===== src/design/wlh_pkg.sv =====
// Shared constants for the word length histogram block.
package wlh_pkg;

    // Character codes that end a word.
    localparam logic [7:0] CHAR_SPACE = 8'h20;
    localparam logic [7:0] CHAR_NL    = 8'h0A;
    localparam logic [7:0] CHAR_TAB   = 8'h09;

    // Fixed field widths.
    localparam int CHAR_W   = 8;
    localparam int COUNT_W  = 16;
    localparam int LENF_W   = 4;
    localparam int BARF_W   = 4;

    // Largest bar height the output field can carry.
    localparam logic [BARF_W-1:0] BAR_MAX = 4'd15;

    // Stream data widths.
    localparam int S_TDATA_W = 8;
    localparam int M_TDATA_W = 40;

endpackage


===== src/design/wlh_ram.sv =====
// Generic single-write, single-read RAM with registered read data.
module wlh_ram #(
    parameter int WIDTH = 16,
    parameter int DEPTH = 10
) (
    input  logic                                  aclk,
    input  logic                                  we,
    input  logic [(DEPTH > 1 ? $clog2(DEPTH) : 1)-1:0] waddr,
    input  logic [WIDTH-1:0]                      wdata,
    input  logic [(DEPTH > 1 ? $clog2(DEPTH) : 1)-1:0] raddr,
    output logic [WIDTH-1:0]                      rdata
);

    logic [WIDTH-1:0] mem_reg [DEPTH];

    always_ff @(posedge aclk) begin
        if (we) begin
            mem_reg[waddr] <= wdata;
        end
        rdata <= mem_reg[raddr];
    end

endmodule


===== src/design/word_length_histogram.sv =====
// Word length histogram: character stream in, per-length report out on end of input.
// A word-ending character that fills a bin starts a bin read-modify-write; s_tready is low meanwhile.
// End item: flush the word in progress, scan all bins for the max, then per bin, on the one RAM port,
//   read, multiply, divide to BAR_W bits (BAR_W = bits of BAR_LEVELS), emit when output is free.
// Reset (aresetn low, synchronous) empties all bins, the long word count and the word in progress;
//   bins are tracked by per-entry valid flops, so no clearing pass is needed.
module word_length_histogram #(
    parameter int MAX_WORD_LEN = 11,
    parameter int BAR_LEVELS   = 15
) (
    input  logic                            aclk,
    input  logic                            aresetn,
    // Input characters
    input  logic                            s_tvalid,
    output logic                            s_tready,
    input  logic [wlh_pkg::S_TDATA_W-1:0]   s_tdata,   // [7:0] char_code
    input  logic                            s_tlast,   // end_of_input
    // Report results
    output logic                            m_tvalid,
    input  logic                            m_tready,
    // [3:0] bin_length, [19:4] bin_count, [23:20] bar_height, [39:24] long_word_count
    output logic [wlh_pkg::M_TDATA_W-1:0]   m_tdata,
    output logic                            m_tlast    // last result of the report
);

    localparam int NUM_BINS = MAX_WORD_LEN - 1;
    localparam int IDX_W    = (NUM_BINS > 1) ? $clog2(NUM_BINS) : 1;
    localparam int IDX1_W   = IDX_W + 1;
    localparam int LEN_W    = $clog2(MAX_WORD_LEN + 1);
    localparam int BAR_W    = $clog2(BAR_LEVELS + 1);
    localparam int STEP_W   = (BAR_W > 1) ? $clog2(BAR_W) : 1;
    localparam int QX_W     = (BAR_W > wlh_pkg::BARF_W) ? BAR_W : wlh_pkg::BARF_W;
    localparam int PROD_W   = wlh_pkg::COUNT_W + BAR_W;
    localparam int COUNT_W  = wlh_pkg::COUNT_W;

    typedef enum logic [2:0] {
        ST_IDLE,     // taking characters
        ST_INC,      // bin read data back, write bumped count
        ST_MAX_RD,   // read bin for max scan
        ST_MAX_CMP,  // compare against running max
        ST_REP_RD,   // read bin for report
        ST_REP_MUL,  // count * BAR_LEVELS
        ST_REP_DIV,  // one quotient bit per cycle
        ST_REP_OUT   // hand result to output register
    } state_t;

    state_t               state_reg, state_next;
    logic [LEN_W-1:0]     cur_len_reg, cur_len_next;
    logic [COUNT_W-1:0]   ovf_reg, ovf_next;
    logic [NUM_BINS-1:0]  valid_reg, valid_next;
    logic [IDX_W-1:0]     idx_reg, idx_next;
    logic                 end_pend_reg, end_pend_next;
    logic [COUNT_W-1:0]   max_reg, max_next;
    logic [COUNT_W-1:0]   cnt_reg, cnt_next;
    logic [PROD_W-1:0]    rem_reg, rem_next;
    logic [PROD_W-1:0]    div_reg, div_next;
    logic [BAR_W-1:0]     q_reg, q_next;
    logic [STEP_W-1:0]    step_reg, step_next;

    // Output register
    logic                          m_tvalid_reg, m_tvalid_next;
    logic [wlh_pkg::M_TDATA_W-1:0] m_tdata_reg, m_tdata_next;
    logic                          m_tlast_reg, m_tlast_next;

    // Bin RAM port
    logic               ram_we;
    logic [IDX_W-1:0]   ram_waddr;
    logic [COUNT_W-1:0] ram_wdata;
    logic [IDX_W-1:0]   ram_raddr;
    logic [COUNT_W-1:0] ram_rdata;
    logic [COUNT_W-1:0] bin_val;

    logic [wlh_pkg::CHAR_W-1:0] char_code;
    logic                       in_acc;
    logic                       is_sep;
    logic [IDX_W-1:0]           flush_idx;
    logic                       last_idx;
    logic                       out_free;
    logic                       div_ge;
    logic [QX_W-1:0]            q_ext;
    logic [wlh_pkg::BARF_W-1:0] bar;
    logic [IDX1_W-1:0]          len_wide;
    logic [wlh_pkg::LENF_W-1:0] bin_length;

    assign char_code = s_tdata[wlh_pkg::CHAR_W-1:0];
    assign s_tready  = (state_reg == ST_IDLE);
    assign in_acc    = s_tvalid && s_tready;
    assign is_sep    = (char_code == wlh_pkg::CHAR_SPACE) || (char_code == wlh_pkg::CHAR_NL)
                    || (char_code == wlh_pkg::CHAR_TAB);
    assign flush_idx = IDX_W'(cur_len_reg - LEN_W'(1));
    assign last_idx  = (idx_reg == IDX_W'(NUM_BINS - 1));
    assign out_free  = !m_tvalid_reg || m_tready;

    // Entries never written since the last clear read as zero.
    assign bin_val   = valid_reg[idx_reg] ? ram_rdata : '0;

    // Shared compare/subtract for the restoring divide.
    assign div_ge    = (rem_reg >= div_reg);

    // Bar height, forced to zero for an empty histogram, clipped to the field.
    assign q_ext = QX_W'(q_reg);
    always_comb begin
        if (max_reg == '0) begin
            bar = '0;
        end else if (q_ext > QX_W'(wlh_pkg::BAR_MAX)) begin
            bar = wlh_pkg::BAR_MAX;
        end else begin
            bar = q_ext[wlh_pkg::BARF_W-1:0];
        end
    end

    assign len_wide   = IDX1_W'(idx_reg) + IDX1_W'(1);
    assign bin_length = wlh_pkg::LENF_W'(len_wide);

    assign ram_raddr = (state_reg == ST_IDLE) ? flush_idx : idx_reg;
    assign ram_waddr = idx_reg;
    assign ram_wdata = (bin_val == '1) ? bin_val : bin_val + COUNT_W'(1);
    assign ram_we    = (state_reg == ST_INC);

    wlh_ram #(
        .WIDTH (COUNT_W),
        .DEPTH (NUM_BINS)
    ) u_bins (
        .aclk  (aclk),
        .we    (ram_we),
        .waddr (ram_waddr),
        .wdata (ram_wdata),
        .raddr (ram_raddr),
        .rdata (ram_rdata)
    );

    always_comb begin
        state_next    = state_reg;
        cur_len_next  = cur_len_reg;
        ovf_next      = ovf_reg;
        valid_next    = valid_reg;
        idx_next      = idx_reg;
        end_pend_next = end_pend_reg;
        max_next      = max_reg;
        cnt_next      = cnt_reg;
        rem_next      = rem_reg;
        div_next      = div_reg;
        q_next        = q_reg;
        step_next     = step_reg;
        m_tvalid_next = m_tvalid_reg;
        m_tdata_next  = m_tdata_reg;
        m_tlast_next  = m_tlast_reg;

        // Output handshake retires the held transaction.
        if (m_tvalid_reg && m_tready) begin
            m_tvalid_next = 1'b0;
        end

        unique case (state_reg)
            ST_IDLE: begin
                if (in_acc) begin
                    if (s_tlast || is_sep) begin
                        cur_len_next  = '0;
                        end_pend_next = s_tlast;
                        max_next      = '0;
                        if (cur_len_reg != '0 && cur_len_reg < LEN_W'(MAX_WORD_LEN)) begin
                            // Finished word lands in a bin: read-modify-write.
                            idx_next   = flush_idx;
                            state_next = ST_INC;
                        end else begin
                            if (cur_len_reg != '0 && ovf_reg != '1) begin
                                ovf_next = ovf_reg + COUNT_W'(1);
                            end
                            idx_next   = '0;
                            state_next = s_tlast ? ST_MAX_RD : ST_IDLE;
                        end
                    end else if (cur_len_reg == '0) begin
                        cur_len_next = LEN_W'(1);
                    end else if (cur_len_reg < LEN_W'(MAX_WORD_LEN)) begin
                        cur_len_next = cur_len_reg + LEN_W'(1);
                    end
                end
            end
            ST_INC: begin
                valid_next[idx_reg] = 1'b1;
                idx_next            = '0;
                state_next          = end_pend_reg ? ST_MAX_RD : ST_IDLE;
            end
            ST_MAX_RD: begin
                state_next = ST_MAX_CMP;
            end
            ST_MAX_CMP: begin
                if (bin_val > max_reg) begin
                    max_next = bin_val;
                end
                if (last_idx) begin
                    idx_next   = '0;
                    state_next = ST_REP_RD;
                end else begin
                    idx_next   = idx_reg + IDX_W'(1);
                    state_next = ST_MAX_RD;
                end
            end
            ST_REP_RD: begin
                state_next = ST_REP_MUL;
            end
            ST_REP_MUL: begin
                cnt_next   = bin_val;
                rem_next   = PROD_W'(bin_val) * PROD_W'(BAR_LEVELS);
                div_next   = PROD_W'(max_reg) << (BAR_W - 1);
                q_next     = '0;
                step_next  = STEP_W'(BAR_W - 1);
                state_next = ST_REP_DIV;
            end
            ST_REP_DIV: begin
                if (div_ge) begin
                    rem_next = rem_reg - div_reg;
                end
                q_next   = BAR_W'({q_reg, div_ge});
                div_next = div_reg >> 1;
                if (step_reg == '0) begin
                    state_next = ST_REP_OUT;
                end else begin
                    step_next = step_reg - STEP_W'(1);
                end
            end
            ST_REP_OUT: begin
                if (out_free) begin
                    m_tvalid_next = 1'b1;
                    m_tdata_next  = {ovf_reg, bar, cnt_reg, bin_length};
                    m_tlast_next  = last_idx;
                    if (last_idx) begin
                        // Report done: empty the histogram.
                        valid_next    = '0;
                        ovf_next      = '0;
                        end_pend_next = 1'b0;
                        idx_next      = '0;
                        state_next    = ST_IDLE;
                    end else begin
                        idx_next   = idx_reg + IDX_W'(1);
                        state_next = ST_REP_RD;
                    end
                end
            end
            default: begin
                state_next = ST_IDLE;
            end
        endcase
    end

    always_ff @(posedge aclk) begin
        if (!aresetn) begin
            state_reg    <= ST_IDLE;
            cur_len_reg  <= '0;
            ovf_reg      <= '0;
            valid_reg    <= '0;
            idx_reg      <= '0;
            end_pend_reg <= 1'b0;
            m_tvalid_reg <= 1'b0;
        end else begin
            state_reg    <= state_next;
            cur_len_reg  <= cur_len_next;
            ovf_reg      <= ovf_next;
            valid_reg    <= valid_next;
            idx_reg      <= idx_next;
            end_pend_reg <= end_pend_next;
            m_tvalid_reg <= m_tvalid_next;
        end
        max_reg     <= max_next;
        cnt_reg     <= cnt_next;
        rem_reg     <= rem_next;
        div_reg     <= div_next;
        q_reg       <= q_next;
        step_reg    <= step_next;
        m_tdata_reg <= m_tdata_next;
        m_tlast_reg <= m_tlast_next;
    end

    assign m_tvalid = m_tvalid_reg;
    assign m_tdata  = m_tdata_reg;
    assign m_tlast  = m_tlast_reg;

endmodule

===== config.mk =====
export PLATFORM = sky130hd
export DESIGN_NAME = word_length_histogram
export DESIGN_NICKNAME = d
export VERILOG_FILES = /design/src/design/wlh_pkg.sv /design/src/design/wlh_ram.sv /design/src/design/word_length_histogram.sv
export SDC_FILE = /design/constraint.sdc
export NUM_CORES = 1
export LEC_CHECK = 0
export ABC_AREA = 1
export BUFFER_PORTS_ARGS = -buffer_cell sky130_fd_sc_hd__buf_2
export CAP_MARGIN = 20
export CORE_UTILIZATION = 30
export CTS_CLUSTER_DIAMETER = 60
export DETAILED_ROUTE_END_ITERATION = 8
export HOLD_SLACK_MARGIN = 0.1
export PLACE_DENSITY = 0.5
export SYNTH_ARGS = -nofsm -noshare
export SYNTH_HDL_FRONTEND = slang
export SYNTH_SLANG_ARGS = --single-unit

===== constraint.sdc =====
create_clock -name aclk -period 8.7 [get_ports aclk]
set_input_delay 1.74 -clock aclk [delete_from_list [all_inputs] [get_ports aclk]]
set_output_delay 1.74 -clock aclk [all_outputs]
set_load 0.01 [all_outputs]

Word-level counts from Yosys, hierarchy flattened
Memory sizes are Yosys's and may differ from the RTL's. A register that Yosys moved wholly into a read port is not among the register bits.
Index checks and enable logic that the tools add are counted.

storage, ports and cells
  flip-flop bits (word level) = 158
  RAM bits = 160
  memories = 1
  output and inout bits = 43
  logic and storage cells = 144

cells by class
  reductions and logical operators = 31
  order comparisons = 6
  equality and inequality tests = 23
  muxes and demuxes = 57
  multipliers = 1
  bitwise gates (word level) = 1
  add/sub/neg operators = 8

memories
  memory          depth  bits a word  read ports  clocked after Yosys merged registers in  write ports  RTL line       text
  u_bins.mem_reg  10     16           1           1                                        1            wlh_ram.sv:14  logic [WIDTH-1:0] mem_reg [DEPTH];

operators by type and width
  operator               number
  $mux 16                11
  $pmux 20 s2            2
  $pmux 16 s2            2
  $mux 4                 10
  $add 16x1->16 const B  2
  $pmux 3 s8             1
  $ge 20x20->1           1
  $mul 16x4->20 const B  1
  $mux 10                2
  $mux 20                1
  $pmux 10 s2            1
  $sub 20x20->20         1
  $mux 3                 6
  $eq 16x16->1 const B   1
  $eq 8x4->1 const B     2
  $gt 16x16->1           1
  $logic_not 16->1       1
  $ne 16x16->1 const B   1
  $pmux 4 s4             1
  $ne 2x2->1 const B     7
  $add 4x1->4 const B    3
  $eq 3x3->1 const B     4
  $reduce_and 4->1       3
  $mux 1                 11
  other kinds (31)       51

Longest topological paths before layout
  depth after elaboration = 7
  gate-level depth with buffers = 32

By module
Synthesis repeated with hierarchy kept, for this count alone.

unflattened totals
  cell total of the unflattened synthesis = 1868
  area total of the unflattened synthesis = 17545.6 um^2

by module, submodules not included
  module                 area an instance (um^2)  seq. area each (um^2)  cells each  times used
  word_length_histogram  10411.2                  4324.1                 1220        1
  wlh_ram                7134.3                   5124.9                 648         1

Worst setup path after synthesis
Ideal clock, no wire load.

  path kind = flip-flop to flip-flop
  from = register idx_reg[0]
  to = register rem_reg[14] (data pin)
  period minus slack after synthesis = 4.569 ns
  setup time = 0.256 ns
  path slack = 4.131 ns
  data required time = 8.444 ns
  data arrival time = 4.313 ns
  cell stages (with the launch flop) = 31
  cell sequence = dfxtp_1 buf_2 inv_2 nand2_1 nand2_1 nand2_1 nand2_1 inv_2 nand2_4 nand2_4 buf_6 nor2_1 fa_1 xor2_1 ha_1 or2_2 ha_1 nand2_1 nand2_1 o21a_1 inv_1 o21ai_0 inv_1 o21ai_0 nand2_1 nand2_1 inv_1 o21ai_0 nand2_1 nand3_1 nand2_1

on the way
  word-level cells in the longest chain between the ends = 5

RTL lines
  element                       RTL line                      text
  start: declaration            word_length_histogram.sv:51   logic [IDX_W-1:0] idx_reg, idx_next;
  start signal: assignment      word_length_histogram.sv:260  idx_reg <= idx_next;
  $bmux 1 s4                    word_length_histogram.sv:95   assign bin_val = valid_reg[idx_reg] ? ram_rdata : '0;
  $mux 1 (implied by the code)  word_length_histogram.sv:95
  $mux 16                       word_length_histogram.sv:95
  via bin_val[0]                word_length_histogram.sv:71   logic [COUNT_W-1:0] bin_val;
  $mul 16x4->20                 word_length_histogram.sv:204  rem_next = PROD_W'(bin_val) * PROD_W'(BAR_LEVELS);
  $pmux 20 s2                   word_length_histogram.sv:154  unique case (state_reg)
  via rem_next[14]              word_length_histogram.sv:55   logic [PROD_W-1:0] rem_reg, rem_next;
  end signal: assignment        word_length_histogram.sv:266  rem_reg <= rem_next;
  end: declaration              word_length_histogram.sv:55

The timed path passes the listed nets, and every way through them passes these cells. The select of a mux whose other input is x is not followed.
A chain may end at the register's enable or synchronous reset.

Final worst setup path
Ends and elaborated chain as after synthesis.

==> impl_metrics.py <==
metrics = {
    "clocking": {
        "htree_levels": 2,
        "cts_buffers": 40,
        "cts_resized": 0,
        "cts_hold_buf": 0,
        "root_buffer": "clkbuf_16",
        "cts_tree": "built",
        "clk_pin_slew_worst_paths_ns": 0.06,
        "clk_latency_ns": 0.56,
        "post-cts-setup-buffers": 0,
        "clockBufferDepth": 3,
        "cts_sinks": 333,
    },
    "place": {
        "postPlaceCellArea_um2": 18100,
        "dpl.hpwl_um": 29900,
        "io_buffers": 55,
        "gp_congestion": 0.871,
    },
    "floorplanning": {
        "num_rows": 86,
        "die_width_um": 239,
        "die_y_um": 239,
        "start_util_pct": 30.5,
        "ios": 56,
        "core_area_um2": 55200,
        "dieArea_um2": 57000,
    },
    "yosys": {
        "ys_types": 54,
        "synthArstFlopShare_pct": 0,
        "synth_nets": 1826,
        "synth.top_cell.area_share_pct": 49.7,
        "yosysMostFrequentCell": "nand2_1",
        "ys.flop_type": "edfxtp_1",
        "yosys.area.top_type": "edfxtp_1",
        "avgSynthCellArea_um2": 9.78,
        "netlist_instances": 1718,
        "ys_ff_latch": 333,
        "synth_edf_count": 278,
        "netlist_area_um2": 16800,
        "synthTopCellsByArea": "edfxtp_1 50%, nand2_1 6.8%, dfxtp_1 6.6%",
        "yosys_warnings": 0,
        "synth-seq-area-share_pct": 56.2,
        "synth.top_cells.by_count": "306 x nand2_1, 278 x edfxtp_1, 219 x nor2_1, 201 x inv_1, 156 x o21ai_0",
    },
    "setup_path": {
        "crit_top_cell": "nand2_1",
        "r2r_start": "idx_reg[0]$_SDFFE_PN0P_",
        "crit_arrival_ns": 5.68,
        "slowest_delay_ns": 0.58,
        "crit_path_top_delay_cell": "nor2_1",
        "startpoint_type": "flip-flop",
        "r2r_cells": 27,
        "rrSetupSlack_ns": 3.32,
        "cp.depth": 27,
        "cp_num_buf_inv": 5,
        "cp_top_family": "simple AND/OR/NAND/NOR gates",
        "worstSetupStartpoint": "idx_reg[0]$_SDFFE_PN0P_",
        "crit_end": "rem_reg[14]$_DFFE_PP_",
        "regToRegEndpoint": "rem_reg[14]$_DFFE_PP_",
        "critical_path_required_ns": 9.00,
        "worstSetupPathType": "flip-flop to flip-flop",
        "worst_setup_path_end_kind": "flip-flop",
        "crit_fanout": 11,
    },
    "sta": {
        "hold_violations": 0,
        "finalSetupViolations": 0,
        "finClkSkew_ns": 0.0230,
        "period_share_pct": 61.8,
        "max_slew_margin_pct": 33.4,
        "worstMarginPinSlew_ns": 0.997,
        "min_period_ns": 5.38,
        "rsz0062_at_grt": "false",
        "drv_slew": 0,
        "final.setup.tns_ns": 0,
        "clock.fmax_mhz": 186,
    },
    "final_layout": {
        "multiInputGateArea_um2": 6430,
        "n_fill_cell": 5642,
        "seqCellArea_um2": 9450,
        "drive_gt1_share_pct": 10.7,
        "num-nets-final": 1900,
        "syn_to_final_growth_pct": 15.5,
        "postLayoutCellArea_um2": 19400,
        "diodes": 0,
        "largest_reg_flops": 160,
    },
    "drt": {
        "num_vias": 12300,
        "drcViolationCount": 0,
        "drt-total-wl_um": 44200,
        "wl_per_cell_um": 17.2,
        "antenna_left": 0,
        "drt-vias-per-instance": 4.78,
        "dr.pass1.iters": 5,
        "drtIter0Drc": 820,
    },
    "global_route": {
        "grt_use_total_pct": 15.7,
        "grt_pass1_vias": 12200,
        "grt_max_degree": 80,
        "grt_overflow_total": 0,
        "antenna_found_initial": 1,
        "grt_first_pass_wirelength_um": 69400,
    },
    "power": {
        "ir_worst_vdd_uv": 146,
        "powerDensity_nw_per_um2": 337,
        "p_leak_nw": 7.72,
    },
    "min_path": {
        "hp-class": "flip-flop to flip-flop",
    },
    "run_status": {
        "run_status": "completed",
    },
    "run": {
        "cap_violations": 0,
    },
}
[per-layer routing]
| metal | global-route usage [%] | vias up | routed length, µm |
|---|---|---|---|
| met2 | 24.9 | 244 | 20100 |
| met4 | 4.91 | 2 | 1030 |
| met5 | 0 | - | 13 |
| li1 | - | 6019 | - |
| met3 | 2.41 | 73 | 1680 |
| met1 | 21.9 | 5949 | 21400 |
[how the worst min path moves through the flow]
| stage | start | to | slack, ns | cells after the start |
|---|---|---|---|---|
| 3_3_place_gp | cnt_reg[15]$_DFFE_PP_ | m_tdata[19]$_DFFE_PP_ | 0.40 | 0 |
| 6_report | cnt_reg[15]$_DFFE_PP_ | m_tdata[19]$_DFFE_PP_ | 0.42 | 0 |
| 2_1_floorplan | cnt_reg[6]$_DFFE_PP_ | m_tdata[10]$_DFFE_PP_ | 0.40 | 0 |
| 4_1_cts | cnt_reg[15]$_DFFE_PP_ | m_tdata[19]$_DFFE_PP_ | 0.42 | 0 |
| 3_5_place_dp | cnt_reg[15]$_DFFE_PP_ | m_tdata[19]$_DFFE_PP_ | 0.41 | 0 |
| 5_1_grt | cnt_reg[15]$_DFFE_PP_ | m_tdata[19]$_DFFE_PP_ | 0.42 | 0 |
[final cells by class]
type,instances,area share [%]
clock buffers,52,5.49
clock inverters,21,1.30
inverters,210,4.06
multi-input cells,1127,33.1
flip-flops and latches,333,48.7
well taps,748,4.82
repair buffers,80,2.55
[cells by family after synthesis]
group,Yosys count,share of synthesized area [%]
AND/OR/NAND/NOR,650,16.5
AO/OA/AOI/OAI,337,11.1
flip-flops,333,56.2
buffers and inverters,258,5.88
adder cells (fa/ha/maj),95,7.96
XOR/XNOR,45,2.34
[stage by stage]
| stage | hold slack, ns | std cells | power (mW) | util, % | worst slack (ns) |
|---|---|---|---|---|---|
| after detailed placement | 0.405 | 2498 | 4.87 | 32.8 | 3.33 |
| after floorplan | 0.400 | 1718 | 4.04 | - | 4.13 |
| after global routing | 0.422 | 2571 | 7.04 | 35.2 | 2.66 |
| final | 0.418 | 2571 | 6.54 | 35.2 | 3.32 |
| after CTS | 0.420 | 2571 | 6.58 | 35.2 | 3.30 |
| after global placement | 0.403 | 2496 | 4.83 | 32.7 | 3.51 |
[power by group]
part,leakage (nW),switching [mW],internal (mW)
clock network,0.647,0.684,0.998
logic,4.07,1.91,0.847
registers,3.00,0.0650,2.04
total,7.72,2.66,3.88
[cells in the final DEF, fill, tap and decap left out, types with 8 or more instances in the layout]
cell type,count
a21oi_1,86
a31oi_1,18
buf_2,55
buf_4,23
clkbuf_1,10
clkbuf_16,40
dfxtp_1,55
edfxtp_1,278
fa_1,20
ha_1,75
inv_1,201
nand2_1,306
nand3_1,46
nand4_1,21
nor2_1,208
nor2_2,13
nor3_1,16
o21ai_0,155
o22ai_1,35
or2_2,8
xnor2_1,12
xor2_1,33
No activity file was read; power rests on OpenSTA's default activity.
